===== src/hdl/jqst_pkg.sv =====
`timescale 1ns / 1ps
`default_nettype none
// ----------------------------------------------------------------------------
// jqst_pkg
// Types and constants shared by the job queue state tracker.
// ----------------------------------------------------------------------------
package jqst_pkg;

    localparam int DEPTH_DEF        = 16;
    localparam int ID_BITS_DEF      = 16;
    localparam int PAYLOAD_BITS_DEF = 16;

    localparam logic [2:0] CMD_ENQUEUE    = 3'd0;
    localparam logic [2:0] CMD_SERVE      = 3'd1;
    localparam logic [2:0] CMD_DONE       = 3'd2;
    localparam logic [2:0] CMD_PAUSE      = 3'd3;
    localparam logic [2:0] CMD_RESUME     = 3'd4;
    localparam logic [2:0] CMD_CANCEL     = 3'd5;
    localparam logic [2:0] CMD_CANCEL_ALL = 3'd6;

    localparam logic [2:0] ST_PENDING   = 3'd0;
    localparam logic [2:0] ST_PLAYING   = 3'd1;
    localparam logic [2:0] ST_PAUSED    = 3'd2;
    localparam logic [2:0] ST_DONE      = 3'd3;
    localparam logic [2:0] ST_CANCELLED = 3'd4;

    typedef struct packed {
        logic [2:0]  command;
        logic [15:0] target_id;
        logic [15:0] payload;
    } in_item_t;

    typedef struct packed {
        logic        event_valid;
        logic [15:0] event_id;
        logic [2:0]  event_state;
        logic        accepted;
        logic [15:0] served_payload;
        logic [4:0]  occupancy;
        logic        playing_flag;
        logic        last;
    } out_item_t;

endpackage
`default_nettype wire


===== src/hdl/jqst_cell.sv =====
`timescale 1ns / 1ps
`default_nettype none
// ----------------------------------------------------------------------------
// jqst_cell
// One table slot. Holds id, payload and state; shifts toward the head.
// ----------------------------------------------------------------------------
module jqst_cell #(
    parameter int ID_BITS      = 16,
    parameter int PAYLOAD_BITS = 16
) (
    input  wire                    aclk,
    input  wire                    shift_en,
    input  wire [ID_BITS-1:0]      nb_id,
    input  wire [PAYLOAD_BITS-1:0] nb_pay,
    input  wire [2:0]              nb_state,
    input  wire                    wr_en,
    input  wire [ID_BITS-1:0]      wr_id,
    input  wire [PAYLOAD_BITS-1:0] wr_pay,
    input  wire                    st_en,
    input  wire [2:0]              st_val,
    output logic [ID_BITS-1:0]     id_q,
    output logic [PAYLOAD_BITS-1:0] pay_q,
    output logic [2:0]             state_q
);
    logic [ID_BITS-1:0]      id_reg;
    logic [PAYLOAD_BITS-1:0] pay_reg;
    logic [2:0]              state_reg;

    always_ff @(posedge aclk) begin
        if (shift_en) begin
            id_reg    <= nb_id;
            pay_reg   <= nb_pay;
            state_reg <= nb_state;
        end else begin
            if (wr_en) begin
                id_reg  <= wr_id;
                pay_reg <= wr_pay;
            end
            if (st_en) state_reg <= st_val;
        end
    end

    assign id_q    = id_reg;
    assign pay_q   = pay_reg;
    assign state_q = state_reg;
endmodule
`default_nettype wire


===== src/hdl/job_queue_state_tracker_core.sv =====
`timescale 1ns / 1ps
`default_nettype none
// ----------------------------------------------------------------------------
// job_queue_state_tracker_core
// Ordered job table built as a row of cells, oldest entry in cell 0.
// ----------------------------------------------------------------------------
// Usage: commands enter on s_valid/s_ready with a jqst_pkg::in_item_t
// payload; results leave on m_valid/m_ready as jqst_pkg::out_item_t, one or
// more per command, the final one flagged by last.
// A command runs in phases: a scan that walks the cells one per cycle (a
// cancel all scan halts at an active entry while the output register still
// holds an unaccepted result), a drain phase for enqueue and mark done in
// which enqueue writes the new entry and mark done shifts the row one cell
// per cycle toward cell 0 while the head is done or cancelled, a playing
// flag sweep over the held cells, and a state that loads the output register.
// Cancel all issues one result per active entry (an empty one if none); each
// is held until the next active entry is found, and the last leaves flagged.
// Commands are taken one at a time; s_ready is high only while idle, and a
// new command may be taken while the previous final result still waits.
// A stalled receiver holds the current result in the output register, halts
// a cancel all scan and keeps a command waiting in S_OUT. Reset empties the
// table and clears the id counter; cell contents are not cleared.
// ----------------------------------------------------------------------------
module job_queue_state_tracker_core #(
    parameter int DEPTH        = jqst_pkg::DEPTH_DEF,
    parameter int ID_BITS      = jqst_pkg::ID_BITS_DEF,
    parameter int PAYLOAD_BITS = jqst_pkg::PAYLOAD_BITS_DEF
) (
    input  wire                 aclk,
    input  wire                 aresetn,
    input  wire                 s_valid,
    output logic                s_ready,
    input  jqst_pkg::in_item_t  s_data,
    output logic                m_valid,
    input  wire                 m_ready,
    output jqst_pkg::out_item_t m_data
);
    import jqst_pkg::*;

    localparam int IW = $clog2(DEPTH);
    localparam int CW = $clog2(DEPTH + 1);

    typedef enum logic [4:0] {
        S_IDLE  = 5'b00001,
        S_SCAN  = 5'b00010,
        S_DRAIN = 5'b00100,
        S_FLAG  = 5'b01000,
        S_OUT   = 5'b10000
    } fsm_t;

    fsm_t state_reg, state_next;
    in_item_t cmd_reg;
    logic [CW-1:0] count_reg, count_next;
    logic [ID_BITS-1:0] idc_reg, idc_next;
    logic [CW-1:0] ptr_reg, ptr_next;
    logic found_reg, found_next;
    logic any_reg, any_next;
    logic play_reg, play_next;
    logic m_valid_reg, m_valid_next;
    out_item_t m_data_reg, m_data_next;
    out_item_t res_reg, res_next;

    logic [ID_BITS-1:0]      c_id [DEPTH];
    logic [PAYLOAD_BITS-1:0] c_pay [DEPTH];
    logic [2:0]              c_st [DEPTH];
    logic shift_en, wr_en, st_en;
    logic [2:0] st_val;
    logic [IW-1:0] ptr_idx;
    logic [ID_BITS-1:0] tid_ext;
    logic [PAYLOAD_BITS-1:0] pay_ext;
    logic id_match, tid_ok;
    logic [2:0] cur_st;
    logic out_free;

    assign ptr_idx = ptr_reg[IW-1:0];
    assign cur_st  = c_st[ptr_idx];
    assign out_free = !m_valid_reg || m_ready;

    generate
        if (ID_BITS >= 16) begin : g_wide
            assign tid_ext = ID_BITS'(cmd_reg.target_id);
            assign tid_ok  = 1'b1;
        end else begin : g_narrow
            assign tid_ext = cmd_reg.target_id[ID_BITS-1:0];
            assign tid_ok  = (cmd_reg.target_id >> ID_BITS) == '0;
        end
        if (PAYLOAD_BITS >= 16) begin : g_pay_wide
            assign pay_ext = PAYLOAD_BITS'(cmd_reg.payload);
        end else begin : g_pay_narrow
            assign pay_ext = cmd_reg.payload[PAYLOAD_BITS-1:0];
        end
    endgenerate
    assign id_match = tid_ok && (c_id[ptr_idx] == tid_ext);

    function automatic logic [15:0] id16(input logic [ID_BITS-1:0] v);
        logic [ID_BITS+15:0] t;
        t = {16'd0, v};
        return t[15:0];
    endfunction

    function automatic logic [15:0] pay16(input logic [PAYLOAD_BITS-1:0] v);
        logic [PAYLOAD_BITS+15:0] t;
        t = {16'd0, v};
        return t[15:0];
    endfunction

    genvar g;
    generate
        for (g = 0; g < DEPTH; g++) begin : g_cell
            logic [ID_BITS-1:0]      nid;
            logic [PAYLOAD_BITS-1:0] npay;
            logic [2:0]              nst;
            if (g == DEPTH - 1) begin : g_end
                assign nid = '0;
                assign npay = '0;
                assign nst = ST_DONE;
            end else begin : g_mid
                assign nid = c_id[g+1];
                assign npay = c_pay[g+1];
                assign nst = c_st[g+1];
            end
            jqst_cell #(.ID_BITS(ID_BITS), .PAYLOAD_BITS(PAYLOAD_BITS)) u_cell (
                .aclk    (aclk),
                .shift_en(shift_en),
                .nb_id   (nid),
                .nb_pay  (npay),
                .nb_state(nst),
                .wr_en   (wr_en && (ptr_idx == IW'(g))),
                .wr_id   (idc_reg),
                .wr_pay  (pay_ext),
                .st_en   (st_en && (ptr_idx == IW'(g))),
                .st_val  (st_val),
                .id_q    (c_id[g]),
                .pay_q   (c_pay[g]),
                .state_q (c_st[g])
            );
        end
    endgenerate

    always_comb begin
        state_next   = state_reg;
        count_next   = count_reg;
        idc_next     = idc_reg;
        ptr_next     = ptr_reg;
        found_next   = found_reg;
        any_next     = any_reg;
        play_next    = play_reg;
        m_valid_next = m_valid_reg;
        m_data_next  = m_data_reg;
        res_next     = res_reg;
        shift_en = 1'b0;
        wr_en    = 1'b0;
        st_en    = 1'b0;
        st_val   = ST_PENDING;
        if (m_valid_reg && m_ready) m_valid_next = 1'b0;

        unique case (state_reg)
            S_IDLE: begin
                ptr_next   = '0;
                found_next = 1'b0;
                any_next   = 1'b0;
                play_next  = 1'b0;
                res_next   = '0;
                if (s_valid) state_next = S_SCAN;
            end
            S_SCAN: begin
                priority if (cmd_reg.command == CMD_ENQUEUE) begin
                    if (count_reg < CW'(DEPTH)) begin
                        ptr_next = count_reg;
                        wr_en = 1'b0;
                        res_next.event_valid = 1'b1;
                        res_next.event_id = id16(idc_reg);
                        res_next.accepted = 1'b1;
                        found_next = 1'b1;
                    end
                    state_next = S_DRAIN;
                end else if (cmd_reg.command == CMD_CANCEL_ALL) begin
                    if (ptr_reg >= count_reg) begin
                        // staged event, or an empty result, leaves from S_OUT
                        count_next = '0;
                        ptr_next = '0;
                        state_next = S_FLAG;
                    end else if (cur_st <= ST_PAUSED) begin
                        // staged event is released once the next one is known
                        if (!any_reg || out_free) begin
                            st_en = 1'b1;
                            st_val = ST_CANCELLED;
                            if (any_reg) begin
                                m_valid_next = 1'b1;
                                m_data_next = res_reg;
                            end
                            res_next = '0;
                            res_next.event_valid = 1'b1;
                            res_next.event_id = id16(c_id[ptr_idx]);
                            res_next.event_state = ST_CANCELLED;
                            any_next = 1'b1;
                            ptr_next = ptr_reg + 1'b1;
                        end
                    end else begin
                        ptr_next = ptr_reg + 1'b1;
                    end
                end else if (ptr_reg >= count_reg || found_reg) begin
                    ptr_next = '0;
                    state_next = (cmd_reg.command == CMD_DONE) ? S_DRAIN : S_FLAG;
                end else begin
                    ptr_next = ptr_reg + 1'b1;
                    unique case (cmd_reg.command)
                        CMD_SERVE: if (cur_st == ST_PENDING) begin
                            st_en = 1'b1; st_val = ST_PLAYING; found_next = 1'b1;
                            res_next.event_valid = 1'b1;
                            res_next.event_id = id16(c_id[ptr_idx]);
                            res_next.event_state = ST_PLAYING;
                            res_next.accepted = 1'b1;
                            res_next.served_payload = pay16(c_pay[ptr_idx]);
                        end
                        CMD_DONE, CMD_CANCEL: if (id_match) begin
                            st_en = 1'b1; found_next = 1'b1;
                            st_val = (cmd_reg.command == CMD_DONE) ? ST_DONE : ST_CANCELLED;
                            res_next.event_valid = 1'b1;
                            res_next.event_id = cmd_reg.target_id;
                            res_next.event_state = st_val;
                        end
                        CMD_PAUSE: if (id_match && cur_st == ST_PLAYING) begin
                            st_en = 1'b1; st_val = ST_PAUSED; found_next = 1'b1;
                            res_next.event_valid = 1'b1;
                            res_next.event_id = cmd_reg.target_id;
                            res_next.event_state = ST_PAUSED;
                        end
                        CMD_RESUME: if (id_match && cur_st == ST_PAUSED) begin
                            st_en = 1'b1; st_val = ST_PLAYING; found_next = 1'b1;
                            res_next.event_valid = 1'b1;
                            res_next.event_id = cmd_reg.target_id;
                            res_next.event_state = ST_PLAYING;
                        end
                        default: begin
                            ptr_next = ptr_reg;
                            state_next = S_FLAG;
                        end
                    endcase
                end
            end
            S_DRAIN: begin
                if (cmd_reg.command == CMD_ENQUEUE) begin
                    if (found_reg) begin
                        wr_en = 1'b1;
                        st_en = 1'b1;
                        st_val = ST_PENDING;
                        count_next = count_reg + 1'b1;
                        idc_next = idc_reg + 1'b1;
                    end
                    ptr_next = '0;
                    state_next = S_FLAG;
                end else if (count_reg != '0 &&
                             (c_st[0] == ST_DONE || c_st[0] == ST_CANCELLED)) begin
                    shift_en = 1'b1;
                    count_next = count_reg - 1'b1;
                end else begin
                    ptr_next = '0;
                    state_next = S_FLAG;
                end
            end
            S_FLAG: begin
                if (ptr_reg >= count_reg) begin
                    state_next = S_OUT;
                end else begin
                    if (cur_st == ST_PLAYING) play_next = 1'b1;
                    ptr_next = ptr_reg + 1'b1;
                end
            end
            S_OUT: begin
                if (out_free) begin
                    m_valid_next = 1'b1;
                    m_data_next = res_reg;
                    m_data_next.occupancy = 5'(count_reg);
                    m_data_next.playing_flag = play_reg;
                    m_data_next.last = 1'b1;
                    state_next = S_IDLE;
                end
            end
            default: state_next = S_IDLE;
        endcase
    end

    always_ff @(posedge aclk) begin
        if (!aresetn) begin
            state_reg   <= S_IDLE;
            count_reg   <= '0;
            idc_reg     <= '0;
            m_valid_reg <= 1'b0;
        end else begin
            state_reg   <= state_next;
            count_reg   <= count_next;
            idc_reg     <= idc_next;
            m_valid_reg <= m_valid_next;
        end
        ptr_reg    <= ptr_next;
        found_reg  <= found_next;
        any_reg    <= any_next;
        play_reg   <= play_next;
        m_data_reg <= m_data_next;
        res_reg    <= res_next;
        if (state_reg == S_IDLE && s_valid) cmd_reg <= s_data;
    end

    assign m_valid = m_valid_reg;
    assign m_data  = m_data_reg;
    assign s_ready = (state_reg == S_IDLE);

    assert property (@(posedge aclk) disable iff (!aresetn)
        count_reg <= CW'(DEPTH))
        else $error("occupancy above depth");
    assert property (@(posedge aclk) disable iff (!aresetn)
        m_valid && !m_ready |=> m_valid && $stable(m_data))
        else $error("result changed while stalled");
    assert property (@(posedge aclk) disable iff (!aresetn)
        s_valid && s_ready |=> state_reg == S_SCAN)
        else $error("command not started");
    assert property (@(posedge aclk) disable iff (!aresetn)
        shift_en |-> state_reg == S_DRAIN)
        else $error("shift outside drain");
endmodule
`default_nettype wire


===== config.mk =====
export PLATFORM = sky130hd
export DESIGN_NAME = job_queue_state_tracker_core
export DESIGN_NICKNAME = d
export VERILOG_FILES = /design/src/hdl/jqst_pkg.sv /design/src/hdl/jqst_cell.sv /design/src/hdl/job_queue_state_tracker_core.sv
export SDC_FILE = /design/constraint.sdc
export NUM_CORES = 1
export LEC_CHECK = 0
export BUFFER_PORTS_ARGS = -buffer_cell sky130_fd_sc_hd__buf_2
export CAP_MARGIN = 20
export CORE_MARGIN = 5
export CORE_UTILIZATION = 45
export DETAILED_ROUTE_END_ITERATION = 8
export GPL_TIMING_DRIVEN = 1
export HOLD_SLACK_MARGIN = 0.02
export RECOVER_POWER = 100
export SLEW_MARGIN = 5
export SYNTH_ARGS = -nofsm -noshare
export SYNTH_HDL_FRONTEND = slang
export SYNTH_SLANG_ARGS = --single-unit

===== constraint.sdc =====
create_clock -name aclk -period 8.1 [get_ports aclk]
set_clock_uncertainty 0.2 [all_clocks]
set_input_delay 0.81 -clock aclk [delete_from_list [all_inputs] [get_ports aclk]]
set_output_delay 0.81 -clock aclk [all_outputs]
set_load 0.05 [all_outputs]

==> metrics.md, run 1 <==
| Metric | Value |
|---|---|
| GPL Wtd Cong | `0.860` |
| Worst-skew pair later-pin latency | `0.64 ns` |
| Final setup fails | `0` |
| Post-Syn Instances | `2,290` |
| FP Rows | `100` |
| Via Count | `20,200` |
| Most frequent cells in the layout | `edfxtp_1, a21o_1, mux4_2, nand2_1, clkbuf_1` |
| Die width | `283 um` |
| Vias in the first global route | `20,400` |
| Synth Cell Area | `33,400 um2` |
| Combinational share of power | `25.3%` |
| Gr ovfl total | `0` |
| CTS resizes | `0` |
| Sequential share of the synthesized area | `62.0%` |
| Fmax | `149 MHz` |
| Antenna violations before repair | `0` |
| Final Cycle Share | `83.0%` |
| Final ANT Viol Nets | `0` |
| DRT iter0 DRCs | `2,020` |
| Pwr per Cell Area | `290 nW/um2` |
| Synth Area per Inst | `14.6 um2` |
| Critical path startpoint category | `register` |
| Area contributors post-synth | `edfxtp_1, a21o_1, mux4_2` |
| Total wire length | `86,700 um` |
| DP Worst Slack | `2.45 ns` |
| H-tree depth | `3` |
| Clock transition at path regs | `0.06 ns` |
| Worst Max-Slew Pin Slew | `3.05 ns` |
| Internal power | `0.00745 W` |
| Area leader, netlist | `edfxtp_1` |
| I/O Buffers | `84` |
| Wire per inst | `25.9 um` |
| Seq pwr share | `42.3%` |
| P&R area growth vs syn | `10.6%` |
| Vias per Instance | `6.05` |
| Outcome | `finished with violations` |
| Switching power | `0.00325 W` |
| Pleak | `16.0 nW` |
| Placed cells | `3,193` |
| CP Capture Type | `register` |
| # diodes | `0` |
| Final number of max-transition violations | `343` |
| Worst setup margin | `1.37 ns` |
| Synth async-reset ratio | `0%` |
| Crit Path Category | `reg -> reg` |
| Most common cell after layout, fill and taps aside | `edfxtp_1` |
| DP HPWL | `51,200 um` |
| Synth cell types | `75` |
| First-pass GRT wire length | `130,000 um` |
| Inserted Clock Buffers | `80` |
| CP max FO | `35` |
| Largest net degree at the start of global routing | `178` |
| Failing checks | `capacitance limit, slew limit` |
| Layout cells sized above 1 | `15.0%` |
| Post-synth EDFFs | `649` |
| Non-Filler Instances | `3,346` |
| GRT Overall Usage | `21.6%` |
| I/O pin count | `85` |
| Total negative slack | `0 ns` |
| Final min period | `6.73 ns` |
| Top cell type's share of synthesized area | `58.3%` |
| Initial Util | `45.1%` |
| Hold bufs inserted after CTS | `0` |
| Clock sinks | `711` |
| Residual DRC | `0` |
| Clock power frac | `32.4%` |
| Clock buffer depth | `3` |
| Die area | `79,800 um2` |
| Ys flop type | `edfxtp_1` |
| 1st-pass router iterations | `7` |
| Number of max-cap violations | `12` |
| Core Box Area | `74,100 um2` |
| Hold WC Path Type | `in -> reg` |
| Max_slew headroom | `-103%` |
| Final Hold Viols | `0` |
| CTS tree | `built` |
| RSZ-0062 raised after global routing | `no` |
| Worst vdd ir | `0.174 mV` |
| Final layout net count | `2,365` |
| Setup Buffers After CTS | `0` |
| Ys Warns | `0` |
| Die Span Y | `283 um` |
| CTS root buffer | `clkbuf_16` |
| Sw frac | `30.4%` |
| Syn_nets | `2,344` |
| CP required | `8.45 ns` |
| Flops & latches, synth | `711` |
| WP data arrival | `7.08 ns` |
-- final timing paths --
check	from	to	slack, ns	depth (start not counted)
setup / recovery	cmd_reg[33]$_DFFE_PP_	g_cell[15].u_cell.id_q[5]$_SDFFE_PP0P_	1.37	10
setup reg to reg	cmd_reg[33]$_DFFE_PP_	g_cell[15].u_cell.id_q[5]$_SDFFE_PP0P_	1.37	10
hold / removal	s_data[30]	tid_ext[14]$_DFFE_PP_	0.15	1
hold reg to reg	res_reg[10]$_SDFFCE_PN0P_	m_data[10]$_DFFE_PP_	0.22	0
-- cell families (layout without fill, tap and decap cells) --
kind of cell | after synthesis | in the layout | synth area share [%]
DFF | 711 | 711 | 62.0
adders and majority gates | 15 | 15 | 0.584
muxes | 208 | 208 | 11.7
xor gates and xnor gates | 53 | 53 | 1.39
and+or+nand+nor | 346 | 346 | 5.21
buffers and inverters | 212 | 299 | 2.73
AOI/OAI and AO/OA | 745 | 745 | 16.4
-- cells in the mapped netlist (all sizes together), types with 3 or more instances --
cell	n
a2111oi	3
a211oi	18
a21boi	5
a21o	529
a21oi	64
a221oi	7
a22o	7
a22oi	3
a31o	16
a31oi	7
and2	25
and3	24
buf	44
clkbuf	148
dfxtp	62
edfxtp	649
ha	14
inv	19
mux2	11
mux2i	53
mux4	144
nand2	121
nand2b	12
nand3	15
nand4	8
nor2	52
nor2b	45
nor3	13
nor3b	7
nor4	4
o2111a	3
o211ai	13
o21a	3
o21ai	29
o21bai	15
o22ai	4
or2	3
or3	7
or3b	3
xnor2	37
xor2	16
-- power groups by stage --
stage / clock network (W) / logic, W / registers [W]
after floorplan: 0 / 0.00197 / 0.00460
after global placement: 0 / 0.00272 / 0.00459
after detailed placement: 0 / 0.00276 / 0.00460
after CTS: 0.00354 / 0.00277 / 0.00452
after global routing: 0.00370 / 0.00292 / 0.00455
final: 0.00347 / 0.00271 / 0.00453
-- metrics by stage --
stage	instance area [um2]	power [W]	hold WS [ns]	util, %
final	37000	0.0107	0.150	49.9
after global routing	37000	0.0112	0.120	49.9
after CTS	37100	0.0108	0.117	50.1
after detailed placement	34600	0.00736	0.205	46.8
after global placement	34600	0.00731	0.204	46.8
after floorplan	33400	0.00657	0.200	-
-- worst max-delay path, stage by stage, from the launching register on --
cell,delay (ns)
edfxtp_1,0.68
or3_1,0.19
clkbuf_1,1.24
inv_1,0.78
nand2_1,0.34
nor2_1,0.20
buf_4,0.28
nand3_2,0.08
clkbuf_1,2.15
nand2_1,0.21
a21oi_1,0.24
-- metal layers --
layer	vias to the layer above	track usage, %	wire length [um]
met3	134	3.66	5010
li1	8942	-	-
met4	0	5.32	2140
met5	-	0	0
met1	10500	29.3	36700
met2	656	36.7	42900
-- cell type report --
cell class	count	area, um2
fillers	6402	37100
flip-flops and latches	711	20700
multi-input cells	1367	11800
clock buffers	114	2210
well taps	969	1210
repair buffers	131	677
clock inverters	34	273
inverters	20	75.1
(Power assumes the default switching activity.)
==> run 2: changes to the inputs <==
==> constraint.sdc (replaced) <==
create_clock -name aclk -period 5.6 [get_ports aclk]
set_clock_uncertainty 0.2 [all_clocks]
set_input_delay 0.56 -clock aclk [delete_from_list [all_inputs] [get_ports aclk]]
set_output_delay 0.56 -clock aclk [all_outputs]
set_load 0.05 [all_outputs]
==> run 2 against run 1 <==
Against the previous run:
- the run still ends with capacitance limit, slew limit left
- global-route usage is 0.13 points lower
- sequential cell count stayed put
- hold slack better by 0.034 ns
- utilization is 0.98 points higher
- sequential share of layout area is 1.1 points lower
- die area stayed put
- largest cell class unchanged
==> metrics.md, run 2 (synthesis gave the netlist of run 1 again) <==
| Metric | Value |
|---|---|
| Hold Path Stages | `3 (+2)` |
| Final Cycle Share | `93.6% (+11 points)` |
| Total negative slack | `0 ns (unchanged)` |
| Max_slew headroom | `-31.9% (+72 points)` |
| Clock sinks | `711 (unchanged)` |
| Worst vdd ir | `0.254 mV (+46%)` |
| H-tree depth | `3 (unchanged)` |
| Die area | `79,800 um2 (unchanged)` |
| Worst Max-Slew Pin Slew | `1.97 ns (-1.08 ns)` |
| I/O Buffers | `84 (unchanged)` |
| GPL Wtd Cong | `0.900 (+4.7%)` |
| Antenna violations before repair | `0 (unchanged)` |
| Initial Util | `45.1% (unchanged)` |
| Worst-skew pair later-pin latency | `0.62 ns (-0.02 ns)` |
| Post-layout instance area | `37,700 um2 (+2.0%)` |
| WP data arrival | `5.28 ns (-1.80 ns)` |
| CP required | `5.64 ns (-2.81 ns)` |
| Fmax | `191 MHz (+28%)` |
| Hold WC Path Type | `in -> reg` |
| Final ANT Viol Nets | `0 (unchanged)` |
| 1st-pass router iterations | `5 (-2)` |
| Inserted Clock Buffers | `79 (-1.3%)` |
| I/O pin count | `85 (unchanged)` |
| Storage cell area | `20,700 um2 (unchanged)` |
| Most frequent cells in the layout | `edfxtp_1, a21o_1, mux4_2, nand2_1, clkbuf_1` |
| Clock buffer depth | `3 (unchanged)` |
| CTS resizes | `0 (unchanged)` |
| RSZ-0062 raised after global routing | `no` |
| Residual DRC | `0 (unchanged)` |
| Largest net degree at the start of global routing | `151 (-15%)` |
| Number of max-cap violations | `3 (-9)` |
| Vias per Instance | `6.03 (-0.26%)` |
| Die width | `283 um (unchanged)` |
| First-pass GRT wire length | `130,000 um (about the same)` |
| Layout cells sized above 1 | `15.8% (+0.79 points)` |
| Flop2flop setup slack | `0.36 ns (-1.02 ns)` |
| Worst Reg-to-Reg Cells | `7 (-3)` |
| CTS tree | `built` |
| Area of the multi-input gates | `11,800 um2 (about the same)` |
| FP Rows | `100 (unchanged)` |
| Outcome | `finished with violations` |
| Final layout net count | `2,429 (+2.7%)` |
| Critical path startpoint category | `register` |
| Cell Area, Placed | `34,900 um2 (+0.84%)` |
| Final setup fails | `0 (unchanged)` |
| P&R area growth vs syn | `12.7%` |
| CTS root buffer | `clkbuf_16` |
| Final Hold Viols | `0 (unchanged)` |
| Total wire length | `86,500 um (-0.23%)` |
| Vias in the first global route | `20,800 (+2.2%)` |
| FF-to-FF End | `g_cell[14].u_cell.id_q[13]$_DFFE_PP_` |
| Failing checks | `capacitance limit, slew limit` |
| Pleak | `16.3 nW (+2.1%)` |
| DP HPWL | `54,500 um (+6.4%)` |
| DRT iter0 DRCs | `2,019 (-0.050%)` |
| Total of fill cells in the finished design | `6,326 (-1.2%)` |
| Final number of max-transition violations | `189 (-45%)` |
| Die Span Y | `283 um (unchanged)` |
| R2r startpoint | `cmd_reg[33]$_DFFE_PP_` |
| Min-delay src | `s_valid` |
| CP max FO | `25 (-29%)` |
| Pwr Total | `0.0158 W (+48%)` |
| Gr ovfl total | `0 (unchanged)` |
| Wire per inst | `25.4 um (-2.1%)` |
| Pwr per Cell Area | `419 nW/um2 (+45%)` |
| Clock transition at path regs | `0.06 ns (about the same)` |
| Hold EP | `state_reg[0]$_SDFFE_PN1P_` |
| # diodes | `0 (unchanged)` |
| Most common cell after layout, fill and taps aside | `edfxtp_1` |
| Via Count | `20,600 (+1.7%)` |
| Core Box Area | `74,100 um2 (unchanged)` |
| Final min period | `5.24 ns (-1.48 ns)` |
| CP Capture Type | `register` |
| Crit Path Category | `reg -> reg` |
| GRT Overall Usage | `21.5% (-0.13 points)` |
## run 2: cell type report
type	instances	share of cell area (%)
flip-flops and latches	711	55.0
multi-input cells	1367	31.3
clock buffers	109	5.84
repair buffers	196	3.39
well taps	969	3.22
clock inverters	39	1.07
inverters	20	0.199
## run 2: worst max path at each step
stage	start	to	slack, ns
final	cmd_reg[33]$_DFFE_PP_	g_cell[14].u_cell.id_q[13]$_DFFE_PP_	0.36
after global routing	cmd_reg[33]$_DFFE_PP_	g_cell[14].u_cell.id_q[13]$_DFFE_PP_	0.17
after CTS	ptr_reg[0]$_DFFE_PP_	g_cell[1].u_cell.state_q[2]$_DFFE_PP_	0.49
after detailed placement	ptr_reg[0]$_DFFE_PP_	g_cell[13].u_cell.state_q[1]$_DFFE_PP_	0.53
after global placement	ptr_reg[0]$_DFFE_PP_	g_cell[13].u_cell.state_q[0]$_DFFE_PP_	0.62
after floorplan	ptr_reg[0]$_DFFE_PP_	m_data[0]$_SDFFCE_PP1P_	0.40
## run 2: what timing repair did
| item | CTS | global route |
|---|---|---|
| hold endpoints to repair | 35 | 0 |
| hold buffers | 35 | 0 |
| setup buffers | 0 | 0 |
## run 2: power by group
part           switching [W]  total, W  internal (W)  leakage (nW)
logic                0.00241   0.00407       0.00165          8.14
clock network        0.00215   0.00520       0.00305          1.28
registers           0.000204   0.00653       0.00632          6.92
total                0.00477    0.0158        0.0110          16.3
## run 2: metrics by stage
stage | hold slack, ns | instances | worst slack [ns] | util (%)
2_1_floorplan | 0.200 | 2290 | 0.399 | -
3_3_place_gp | 0.203 | 3223 | 0.619 | 47.2
3_5_place_dp | 0.206 | 3223 | 0.531 | 47.2
4_1_cts | 0.155 | 3406 | 0.492 | 51.2
5_1_grt | 0.181 | 3411 | 0.172 | 50.9
6_report | 0.184 | 3411 | 0.357 | 50.9
## run 2: worst max-delay path: stages (launching register included)
cell,delay [ns]
edfxtp_1,0.63
or3_1,0.47
inv_1,0.42
nand2_1,0.19
nor2_1,0.42
clkbuf_1,0.66
a31o_1,0.86
buf_2,0.97
## run 2: routing by layer
metal	up-vias	share of wire, %	track usage [%]
li1	9108	-	-
met1	10600	41	28.9
met2	733	49	35.8
met3	147	6.8	3.79
met4	2	3.3	6.80
met5	-	0.12	0.894
==> run 3: changes to the inputs <==
--- a/config.mk
+++ b/config.mk
@@ -5,6 +5,7 @@
 export SDC_FILE = /design/constraint.sdc
 export NUM_CORES = 1
 export LEC_CHECK = 0
+export ABC_AREA = 1
 export BUFFER_PORTS_ARGS = -buffer_cell sky130_fd_sc_hd__buf_2
 export CAP_MARGIN = 20
 export CORE_MARGIN = 5
==> run 3 against run 2 <==
Against the previous run:
- the run still ends with capacitance limit, slew limit left
- die area is 0.77% higher
- first-iteration DRC count increased by 34%
- non-clock buffer count is 28 lower
- register-to-register slack better by 0.48 ns
- area after synthesis up 0.80%
- total power is 18% lower
- critical endpoint is now g_cell[12].u_cell.pay_q[12]$_DFFE_PP_
- largest power group unchanged
==> metrics.md, run 3 <==
| Metric | Value |
|---|---|
| Outcome | `finished with violations` |
| Failing checks | `capacitance limit, slew limit` |
| Hold bufs inserted after CTS | `35 (unchanged)` |
| Vias in the first global route | `24,900 (+20%)` |
| CTS tree | `built` |
| Worst vdd ir | `0.221 mV (-13%)` |
| Sequential share of the synthesized area | `61.5% (-0.49 points)` |
| Total negative slack | `0 ns (unchanged)` |
| Final layout net count | `3,711 (+53%)` |
| Worst Max-Slew Pin Slew | `2.76 ns (+0.791 ns)` |
| Final ANT Viol Nets | `0 (unchanged)` |
| # diodes | `0 (unchanged)` |
| P&R area growth vs syn | `11.4%` |
| Flop2flop setup slack | `0.83 ns (+0.48 ns)` |
| CP max FO | `17 (-32%)` |
| Hold Path Stages | `4 (+1)` |
| Most common cell after layout, fill and taps aside | `nand2_1` |
| Hold WC Path Type | `in -> reg` |
| I/O pin count | `85 (unchanged)` |
| Synth Cell Area | `33,700 um2 (+0.80%)` |
| Die width | `284 um (+0.38%)` |
| WP data arrival | `4.81 ns (-0.47 ns)` |
| Via Count | `25,800 (+25%)` |
| Worst-skew pair later-pin latency | `0.63 ns (about the same)` |
| Gr ovfl total | `0 (unchanged)` |
| Area contributors post-synth | `edfxtp_1, nand2_1, o21ai_0` |
| CP Capture Type | `register` |
| Die area | `80,500 um2 (+0.77%)` |
| Clock sinks | `711 (unchanged)` |
| Synth Area per Inst | `9.27 um2 (-37%)` |
| Layout Utilization | `50.5% (-0.38 points)` |
| Ys Warns | `0 (unchanged)` |
| Area leader, netlist | `edfxtp_1` |
| Total wire length | `96,300 um (+11%)` |
| Max_slew headroom | `-84.1% (-52 points)` |
| Cell Area, Placed | `34,900 um2 (about the same)` |
| Hold EP | `m_valid$_SDFF_PN0_` |
| Clock buffer depth | `3 (unchanged)` |
| DP HPWL | `54,600 um (+0.22%)` |
| Post-Syn Instances | `3,636 (+59%)` |
| FF-to-FF End | `g_cell[12].u_cell.pay_q[12]$_DFFE_PP_` |
| CP required | `5.65 ns (about the same)` |
| Most frequent cells after synthesis | `nand2_1, edfxtp_1, o21ai_0` |
| CTS resizes | `0 (unchanged)` |
| Final min period | `4.77 ns (-0.475 ns)` |
| Synth cell types | `46 (-39%)` |
| H-tree depth | `3 (unchanged)` |
| Synth async-reset ratio | `0% (unchanged)` |
| Hold slack | `0.0929 ns (-0.0909 ns)` |
| Largest net degree at the start of global routing | `226 (+50%)` |
| Final Cycle Share | `85.1% (-8.5 points)` |
| Critical path startpoint category | `register` |
| Ys flop type | `edfxtp_1` |
| RSZ-0062 raised after global routing | `no` |
| Crit Path Category | `reg -> reg` |
| Pleak | `15.2 nW (-6.8%)` |
| I/O Buffers | `84 (unchanged)` |
| Worst Reg-to-Reg Cells | `10 (+3)` |
| Flops & latches, synth | `711 (unchanged)` |
| R2r startpoint | `cmd_reg[32]$_DFFE_PP_` |
| Top cell type's share of synthesized area | `57.8% (-0.46 points)` |
| Core Box Area | `74,300 um2 (+0.34%)` |
| Final Hold Viols | `0 (unchanged)` |
| Pwr Total | `0.0129 W (-18%)` |
| Most frequent cells in the layout | `nand2_1, edfxtp_1, o21ai_0, inv_1, nor2_1` |
| GPL Wtd Cong | `0.845 (-6.2%)` |
| Post-layout instance area | `37,500 um2 (-0.40%)` |
| Vias per Instance | `5.50 (-8.9%)` |
| DRT iter0 DRCs | `2,708 (+34%)` |
| Most numerous cell in the Yosys netlist | `nand2_1` |
| Syn_nets | `3,690 (+57%)` |
| Wire per inst | `20.5 um (-19%)` |
| Die Span Y | `284 um (+0.38%)` |
| Number of max-cap violations | `11 (+8)` |
| Setup Buffers After CTS | `0 (unchanged)` |
| Antenna violations before repair | `0 (unchanged)` |
| 1st-pass router iterations | `6 (+1)` |
| FP Rows | `100 (unchanged)` |
| Layout cells sized above 1 | `5.78% (-10 points)` |
| Residual DRC | `0 (unchanged)` |
| Min-delay src | `m_ready` |
| CTS root buffer | `clkbuf_16` |
| Post-synth EDFFs | `649 (unchanged)` |
| Pwr per Cell Area | `344 nW/um2 (-18%)` |
| First-pass GRT wire length | `148,000 um (+14%)` |
| Fmax | `210 MHz (+10%)` |
| Initial Util | `45.3% (+0.21 points)` |
| Clock transition at path regs | `0.06 ns (about the same)` |
| GRT Overall Usage | `23.3% (+1.8 points)` |
| Final setup fails | `0 (unchanged)` |
| Final number of max-transition violations | `381 (+100%)` |
| Inserted Clock Buffers | `79 (unchanged)` |
==> run 3: cell count changes in the layout (fill, tap and decap cells not counted), sizes merged, moves of 85 or more <==
cell,change
nand2,+948
o21ai,+587
a21o,-529
inv,+371
mux4,-144
nor2,+142
a21oi,+99
nand3,+85
==> run 3: stage by stage <==
step,worst slack [ns],cells
after global placement,1.53,4510
after detailed placement,1.48,4510
after CTS,1.46,4691
final,0.832,4691
after global routing,0.603,4691
after floorplan,0.455,3636
==> run 3: logic make-up after synthesis <==
| kind of cell | synth area share [%] |
|---|---|
| buffers and inverters | 7.53 |
| xor gates and xnor gates | 0.130 |
| AOI/OAI and AO/OA | 13.8 |
| DFF | 61.5 |
| adders and majority gates | 0.579 |
| and+or+nand+nor | 16.5 |
==> run 3: layout make-up <==
type                    instances  area [um2]
multi-input cells            2303       10500
fillers                      6953       36800
clock buffers                 114        2270
well taps                     969        1210
clock inverters                32         254
inverters                     394        1490
repair buffers                168        1110
flip-flops and latches        711       20700
==> run 3: metal layers <==
layer	wire length, um	vias to the layer above	track usage, %
li1	-	12300	-
met2	45700	914	39.1
met4	2790	0	6.69
met1	41600	12400	31.8
met5	0	-	0
met3	6210	169	3.31
==> run 3: where the power goes <==
part | leakage, nW | total, W | internal (W) | switching (W)
sequential | 6.51 | 0.00601 | 0.00594 | 0.0000714
combinational | 7.48 | 0.00184 | 0.000505 | 0.00133
clock | 1.24 | 0.00507 | 0.00293 | 0.00214
==> run 3: worst max-delay path by stage <==
stage                                         start                                    end  slack [ns]  cells past startpoint
after floorplan                ptr_reg[0]$_DFFE_PP_              res_reg[27]$_SDFFCE_PN0P_        0.46                     18
after global placement         ptr_reg[0]$_DFFE_PP_              res_reg[24]$_SDFFCE_PN0P_        1.53                     14
after detailed placement       ptr_reg[0]$_DFFE_PP_              res_reg[25]$_SDFFCE_PN0P_        1.48                     14
after CTS                      ptr_reg[0]$_DFFE_PP_              res_reg[25]$_SDFFCE_PN0P_        1.46                     14
after global routing      state_reg[2]$_SDFFE_PN0P_  g_cell[0].u_cell.state_q[1]$_DFFE_PP_        0.60                     15
final                         cmd_reg[32]$_DFFE_PP_  g_cell[12].u_cell.pay_q[12]$_DFFE_PP_        0.83                     10
==> run 3: worst max-delay path, stage by stage, from the launching register on <==
cell      delay (ns)
edfxtp_1        0.43
nor2_1          0.11
inv_1           0.07
nor2_1          0.46
inv_1           0.31
nor2_1          0.21
nand2_1         0.21
clkinv_1        0.38
nand2_1         0.09
nand2_1         1.03
clkbuf_2        0.84
